[src/sv/lkvc_pkg.sv]
package lkvc_pkg;

    // Number of slots in the table.
    localparam int ENTRIES = 16;
    // Width of a slot rank and of a slot count.
    localparam int RANK_W  = (ENTRIES > 1) ? $clog2(ENTRIES) : 1;
    localparam int CNT_W   = $clog2(ENTRIES + 1);
    // Width of the capacity register.
    localparam int CAP_W   = 5;

    // Operation codes of the mode field.
    localparam logic MODE_GET = 1'b0;
    localparam logic MODE_PUT = 1'b1;

    // Value returned by a get that misses.
    localparam logic signed [31:0] MISS_VALUE = -32'sd1;

    typedef struct packed {
        logic               mode;
        logic signed [31:0] key;
        logic signed [31:0] value_in;
    } req_t;

    typedef struct packed {
        logic               hit;
        logic signed [31:0] value_out;
    } rsp_t;

endpackage

[src/sv/lru_key_value_cache.sv]
// Fully associative key/value cache with least-recently-used replacement.
// Requests enter on the s_ channel (valid/ready) as lkvc_pkg::req_t: a get
// looks up a key, a put inserts or updates a key with value_in. Each get
// gives one response on the m_ channel as lkvc_pkg::rsp_t with a hit flag
// and the stored value, or -1 on a miss; a put gives no response.
// The response is registered: an accepted get has its response in the
// output register from the next cycle on. All slots are compared and
// all ranks updated in the cycle of acceptance, so one request per cycle is
// sustained while the receiver keeps up.
// When the receiver stalls, the response waits in the output register and
// s_ready follows m_ready, so a new request goes in at the edge where the
// waiting response is taken.
// cfg_wr_en/cfg_wr_data write the capacity (0 acts as 1, values above the
// table size act as the table size); write it only while idle.
// Reset (aresetn low, synchronous) empties the table, sets the capacity to
// the full table and drops any pending response. No clearing pass is run.
module lru_key_value_cache (
    input  logic                      aclk,
    input  logic                      aresetn,
    input  logic                      cfg_wr_en,
    input  logic [lkvc_pkg::CAP_W-1:0] cfg_wr_data,
    input  logic                      s_valid,
    output logic                      s_ready,
    input  lkvc_pkg::req_t            s_data,
    output logic                      m_valid,
    input  logic                      m_ready,
    output lkvc_pkg::rsp_t            m_data
);

    localparam int N = lkvc_pkg::ENTRIES;

    logic signed [31:0]              key_reg   [N];
    logic signed [31:0]              key_next  [N];
    logic signed [31:0]              value_reg [N];
    logic signed [31:0]              value_next[N];
    logic [lkvc_pkg::RANK_W-1:0]     rank_reg  [N];
    logic [lkvc_pkg::RANK_W-1:0]     rank_next [N];
    logic [N-1:0]                    valid_reg;
    logic [N-1:0]                    valid_next;
    logic [lkvc_pkg::CNT_W-1:0]      occ_reg;
    logic [lkvc_pkg::CNT_W-1:0]      occ_next;
    logic [lkvc_pkg::CAP_W-1:0]      capacity_reg;
    logic                            m_valid_reg;
    logic                            m_valid_next;
    lkvc_pkg::rsp_t                  m_data_reg;
    lkvc_pkg::rsp_t                  m_data_next;

    logic                            accept;
    logic [N-1:0]                    hit_oh;
    logic                            hit_any;
    logic [lkvc_pkg::RANK_W-1:0]     hit_rank;
    logic signed [31:0]              hit_value;
    logic [lkvc_pkg::CNT_W-1:0]      eff_cap;
    logic                            evict;
    logic [lkvc_pkg::RANK_W-1:0]     last_rank;
    logic [N-1:0]                    victim_oh;
    logic [N-1:0]                    kept;
    logic [N-1:0]                    free_oh;

    // The input side takes a request when the output register is free or is
    // being emptied in this cycle.
    assign s_ready = ~m_valid_reg | m_ready;
    assign accept  = s_valid & s_ready;
    assign m_valid = m_valid_reg;
    assign m_data  = m_data_reg;

    // Clamp the capacity register into the usable range.
    always_comb begin
        if (capacity_reg == '0) begin
            eff_cap = lkvc_pkg::CNT_W'(1);
        end else if (int'(capacity_reg) > N) begin
            eff_cap = lkvc_pkg::CNT_W'(N);
        end else begin
            eff_cap = lkvc_pkg::CNT_W'(capacity_reg);
        end
    end

    // Compare the key against every valid slot; at most one slot matches.
    always_comb begin
        hit_rank  = '0;
        hit_value = '0;
        for (int i = 0; i < N; i++) begin
            hit_oh[i] = valid_reg[i] && (key_reg[i] == s_data.key);
            if (hit_oh[i]) begin
                hit_rank  = hit_rank | rank_reg[i];
                hit_value = hit_value | value_reg[i];
            end
        end
        hit_any = |hit_oh;
    end

    // Valid ranks always form 0 .. occupancy-1, so the least recent slot is
    // the one ranked occupancy-1. The new key goes to the lowest free slot
    // left after any eviction.
    assign evict     = (occ_reg >= eff_cap);
    assign last_rank = lkvc_pkg::RANK_W'(occ_reg - lkvc_pkg::CNT_W'(1));
    always_comb begin
        for (int i = 0; i < N; i++) begin
            victim_oh[i] = evict && valid_reg[i] && (rank_reg[i] == last_rank);
        end
    end
    assign kept    = valid_reg & ~victim_oh;
    assign free_oh = ~kept & (kept + N'(1));

    // Next state of the table for the accepted request.
    always_comb begin
        key_next   = key_reg;
        value_next = value_reg;
        rank_next  = rank_reg;
        valid_next = valid_reg;
        occ_next   = occ_reg;
        if (accept) begin
            if (hit_any) begin
                // Touch the matching slot: more recent slots move back by one.
                for (int i = 0; i < N; i++) begin
                    if (hit_oh[i]) begin
                        rank_next[i] = '0;
                        if (s_data.mode == lkvc_pkg::MODE_PUT) begin
                            value_next[i] = s_data.value_in;
                        end
                    end else if (valid_reg[i] && (rank_reg[i] < hit_rank)) begin
                        rank_next[i] = rank_reg[i] + lkvc_pkg::RANK_W'(1);
                    end
                end
            end else if (s_data.mode == lkvc_pkg::MODE_PUT) begin
                // Insert a new key as most recent, all kept slots age by one.
                for (int i = 0; i < N; i++) begin
                    if (free_oh[i]) begin
                        key_next[i]   = s_data.key;
                        value_next[i] = s_data.value_in;
                        rank_next[i]  = '0;
                        valid_next[i] = 1'b1;
                    end else if (kept[i]) begin
                        rank_next[i] = rank_reg[i] + lkvc_pkg::RANK_W'(1);
                    end else begin
                        valid_next[i] = 1'b0;
                    end
                end
                if (!evict) begin
                    occ_next = occ_reg + lkvc_pkg::CNT_W'(1);
                end
            end
        end
    end

    // Response register: loaded by every accepted get, held while stalled.
    always_comb begin
        m_valid_next = m_valid_reg & ~m_ready;
        m_data_next  = m_data_reg;
        if (accept && (s_data.mode == lkvc_pkg::MODE_GET)) begin
            m_valid_next        = 1'b1;
            m_data_next.hit     = hit_any;
            m_data_next.value_out = hit_any ? hit_value : lkvc_pkg::MISS_VALUE;
        end
    end

    // Control state.
    always_ff @(posedge aclk) begin
        if (!aresetn) begin
            valid_reg    <= '0;
            occ_reg      <= '0;
            m_valid_reg  <= 1'b0;
            capacity_reg <= lkvc_pkg::CAP_W'(16);
            for (int i = 0; i < N; i++) begin
                rank_reg[i] <= '0;
            end
        end else begin
            valid_reg   <= valid_next;
            occ_reg     <= occ_next;
            m_valid_reg <= m_valid_next;
            rank_reg    <= rank_next;
            if (cfg_wr_en) begin
                capacity_reg <= cfg_wr_data;
            end
        end
    end

    // Payload storage.
    always_ff @(posedge aclk) begin
        key_reg    <= key_next;
        value_reg  <= value_next;
        m_data_reg <= m_data_next;
    end

    // The fill count matches the valid bits.
    assert property (@(posedge aclk) disable iff (!aresetn)
        $countones(valid_reg) == int'(occ_reg))
        else $error("occupancy does not match the valid slots");

    // A key is never held in two slots.
    assert property (@(posedge aclk) disable iff (!aresetn)
        $onehot0(hit_oh))
        else $error("key stored in more than one slot");

    // A put gives no response.
    assert property (@(posedge aclk) disable iff (!aresetn)
        (accept && (s_data.mode == lkvc_pkg::MODE_PUT) && m_ready) |=> !m_valid_reg)
        else $error("put produced a response");

    // An accepted get always leaves a response pending.
    assert property (@(posedge aclk) disable iff (!aresetn)
        (accept && (s_data.mode == lkvc_pkg::MODE_GET)) |=> m_valid_reg)
        else $error("get response lost");

endmodule
[config.mk]
export PLATFORM = sky130hd
export DESIGN_NAME = lru_key_value_cache
export DESIGN_NICKNAME = d
export VERILOG_FILES = /design/src/sv/lkvc_pkg.sv /design/src/sv/lru_key_value_cache.sv
export SDC_FILE = /design/constraint.sdc
export NUM_CORES = 2
export LEC_CHECK = 0
export ABC_AREA = 1
export BUFFER_PORTS_ARGS = -buffer_cell sky130_fd_sc_hd__clkbuf_2
export CORE_ASPECT_RATIO = 1.75
export CORE_MARGIN = 8
export CORE_UTILIZATION = 39
export DETAILED_ROUTE_END_ITERATION = 7
export PLACE_DENSITY_LB_ADDON = 0.2
export SLEW_MARGIN = 20
export SYNTH_ARGS = -nofsm -noshare
export SYNTH_HDL_FRONTEND = slang
export SYNTH_SLANG_ARGS = --single-unit
[constraint.sdc]
create_clock -name aclk -period 6.6 [get_ports aclk]
set_input_delay 0 -clock aclk [delete_from_list [all_inputs] [get_ports aclk]]
set_output_delay 0 -clock aclk [all_outputs]
set_load 0.005 [all_outputs]
==> flow_summary_export.csv <==
group,metric,value,unit
status,outcome,"finished clean",
clock_tree,clockBufferDepth,3,
power_and_ir_drop,power.density,259.3,nW/um^2
setup_path,crit_required,6.99,ns
setup_path,worstSetupPathType,"flip-flop to flip-flop",
timing,rsz0062_at_grt,"no",
synth,synth_nets,4630,
synth,synth-seq-cells,1148,
timing,period_share,82.90,%
timing,setup_viol,0,
power_and_ir_drop,seqPwrFrac,53.0,%
clock_tree,post_cts_buffers,0,
timing,slew-limit-headroom,27.60,%
drt,vias_per_cell,5.542,
power_and_ir_drop,total_power,0.01508,W
synth,synth_cell_type_count,55,
synth,netlist_instances,4484,
timing,setup_total_negative_slack,0,ns
power_and_ir_drop,clkPwrFrac,41.7,%
power_and_ir_drop,irDropWorstVdd,217.0,uV
clock_tree,cts_resized,0,
setup_path,critPathSlowestCell,"nand4_1",
timing,tightestPinTransition,1.083,ns
power_and_ir_drop,intPower,0.01162,W
timing,hold_ws,0.1202,ns
clock_tree,htreeDepth,3,
setup_path,crit_fanout,32,
synth,synth_flop_cell,"edfxtp_1",
final_layout,drive_gt1_share,10.77,%
synth,synthArstFlopShare,0,%
clock_tree,clkLatencyLatePin,0.77,ns
setup_path,cpMostUsedCell,"nand2_1",
global_routing,antenna_found_initial,2,
drt,drt_iter0_markers,3073,
global_routing,grt_pass1_wl,248.1,mm
placed_design,hpwl,112.1,mm
global_routing,overflow,0,
placed_design,dpl_cell_area,53760,um^2
drt,wirelength,173.9,mm
placed_design,placed_cells,6239,
synth,synth_edf_count,1057,
setup_path,arrival,5.86,ns
placed_design,io_buffers,109,
clock_tree,path_clk_slew,0.07,ns
timing,drv_slew,0,
timing,final.min_clock_period,5.471,ns
die,dieHeight,492.7,um
power_and_ir_drop,leakage,20.89,nW
final_layout,nets,4896,
setup_path,crit_path_end_kind,"flip-flop",
die,die_x,288.4,um
worst_hold_path,holdCritPathClass,"primary input to flip-flop",
die,dieArea,142100,um^2
timing,finClkSkew,0.09043,ns
synth,avgSynthCellArea,11.29,um^2
final_layout,post-route-cell-area,58150,um^2
timing,hold_viol,0,
flow_run,cap_violations,0,
drt,dr_total_vias,36160,
synth,syn_area,50640,um^2
timing,max_freq,182.8,MHz
placed_design,place.gp.congestion,1.009,
setup_path,path_cells,"or4_1 > nand2_1 > nand2_1 > ha_1 > nand2_1 > inv_1 > o21ai_0 > nand4_1 > nand3_1 > nand2_1 > nor2_2 > nand2_2 > nor2_4 > nand2_2 > nor2_4 > nand3_1 > o21ai_0 > inv_1 > nor2_4 > buf_4",
clock_tree,clock-root-buffer,"clkbuf_16",
drt,post_drt_wl_per_cell,26.65,um
synth,ys_seq_area_share,66.27,%
final_layout,instances_no_fill,6524,
global_routing,grt_pass1_vias,36060,
drt,drc,0,
drt,drt-pass1-iter-count,8,
global_routing,grt_max_degree,42,
clock_tree,clock_sinks,1148,
drt,antenna_left,0,
power_and_ir_drop,comb_power_share,5.3,%
power_and_ir_drop,p_sw,0.003456,W
clock_tree,tritoncts,"done",
die,start_util,39.13,%
setup_path,critPathMaxStageDelay,0.76,ns
setup_path,worstSetupStartpointType,"flip-flop",
global_routing,track_usage,24.11,%
power_and_ir_drop,switching_share,22.92,%
die,fp-row-count,175,
final_layout,synthToLayoutAreaGrowth,14.82,%
setup_path,r2r_slack,1.13,ns
clock_tree,postCtsHoldBufs,84,
final_layout,fillCellCount,11990,
die,core-area,129400,um^2
die,ios,110,
clock_tree,cts_buffers,106,
synth,yosysWarningCount,0,
## synth_stat cells, types with 16 or more instances
library cell / number / area (um^2)
a22o_1: 88 / 770.7
dfxtp_1: 91 / 1822
nand2_1: 1062 / 3986
inv_2: 37 / 138.9
a221oi_1: 63 / 551.8
ha_1: 71 / 888.4
clkbuf_1: 65 / 244.0
a211oi_1: 16 / 120.1
a21oi_1: 79 / 395.4
o21ai_1: 58 / 290.3
o22ai_1: 57 / 356.6
o21ai_0: 220 / 1101
inv_1: 380 / 1426
xor2_1: 36 / 315.3
buf_4: 26 / 195.2
xnor2_1: 116 / 1016
nor2_1: 373 / 1400
nand2_2: 16 / 100.1
a32o_1: 78 / 780.8
nor3_1: 34 / 170.2
buf_2: 47 / 235.2
nand4_1: 91 / 569.3
edfxtp_1: 1057 / 31740
buf_6: 16 / 180.2
nand3_1: 176 / 880.8
nor4_1: 39 / 244.0
## per-layer routing
metal  GRT usage [%]  vias to the layer above  routed length, um
met4           14.38                        0              11460
met1           26.08                    17960              62570
met5               0                        -                  0
met2           44.37                     1386              90720
met3           3.082                      456               9106
li1                -                    16350                  -
## power by group through the flow
| stage | Clock [W] | Sequential, W | Combinational, W |
|---|---|---|---|
| floorplan | 0 | 0.00814 | 0.000364 |
| global placement | 0 | 0.00815 | 0.000747 |
| detailed placement | 0 | 0.00815 | 0.000754 |
| CTS | 0.00640 | 0.00799 | 0.000799 |
| global route | 0.00663 | 0.00799 | 0.000850 |
| finish | 0.00629 | 0.00799 | 0.000801 |
## cell families (layout without fill, tap and decap cells)
kind of cell,after synthesis,in the layout,share of synthesized area (%)
compound gates,688,688,9.115
other cells,0,4,0
xor+xnor,154,154,2.738
fa+ha+maj,71,71,1.754
simple gates,1835,1835,15.19
buf+inv,588,943,4.924
flops,1148,1148,66.27
## final timing paths
path | depth (start not counted) | start | endpoint
hold reg to reg | 2 | valid_reg[2] | valid_reg[2]
hold / removal | 2 | s_data[36] | key_reg[100]
setup / recovery | 20 | capacity_reg[0] | value_reg[106]
setup reg to reg | 20 | capacity_reg[0] | value_reg[106]
## critical path: cells and delay by family, from the launching register on
kind,cells,cell delay [ns]
DFF,1,0.32
and+or+nand+nor,14,3.34
buffers and inverters,3,0.62
AOI/OAI and AO/OA,2,0.49
adders and majority gates,1,0.32
## metrics by stage
step	setup slack, ns	utilization (%)
floorplan	1.785	-
global placement	0.9603	41.54
detailed placement	1.064	41.54
CTS	1.075	44.93
global route	0.7589	44.93
finish	1.129	44.93
## final cells by class
type,instances,area (um^2),area share [%]
clock inverter,66,691.9,1.190
multi-input combinational,2748,14850,25.54
timing repair buffer,319,2470,4.248
tap,1681,2103,3.617
antenna,4,10.01,0.01721
inverter,427,1613,2.774
sequential,1148,33560,57.72
clock buffer,131,2846,4.895
## placed cells by master, fill, tap and decap left out, drive strengths merged, types with 38 or more instances in the layout
cell type and n:
nand2 1079, edfxtp 1057, inv 419, nor2 394, o21ai 280, clkbuf 240, nand3 179, buf 126
xnor2 116, nand4 91, dfxtp 91, a22o 88, dlygate4sd3 84, a21oi 84, a32o 78, ha 71
a221oi 63, o22ai 57, clkinv 57, nor4 39, xor2 38
No activity file was read; power rests on OpenSTA's default activity.
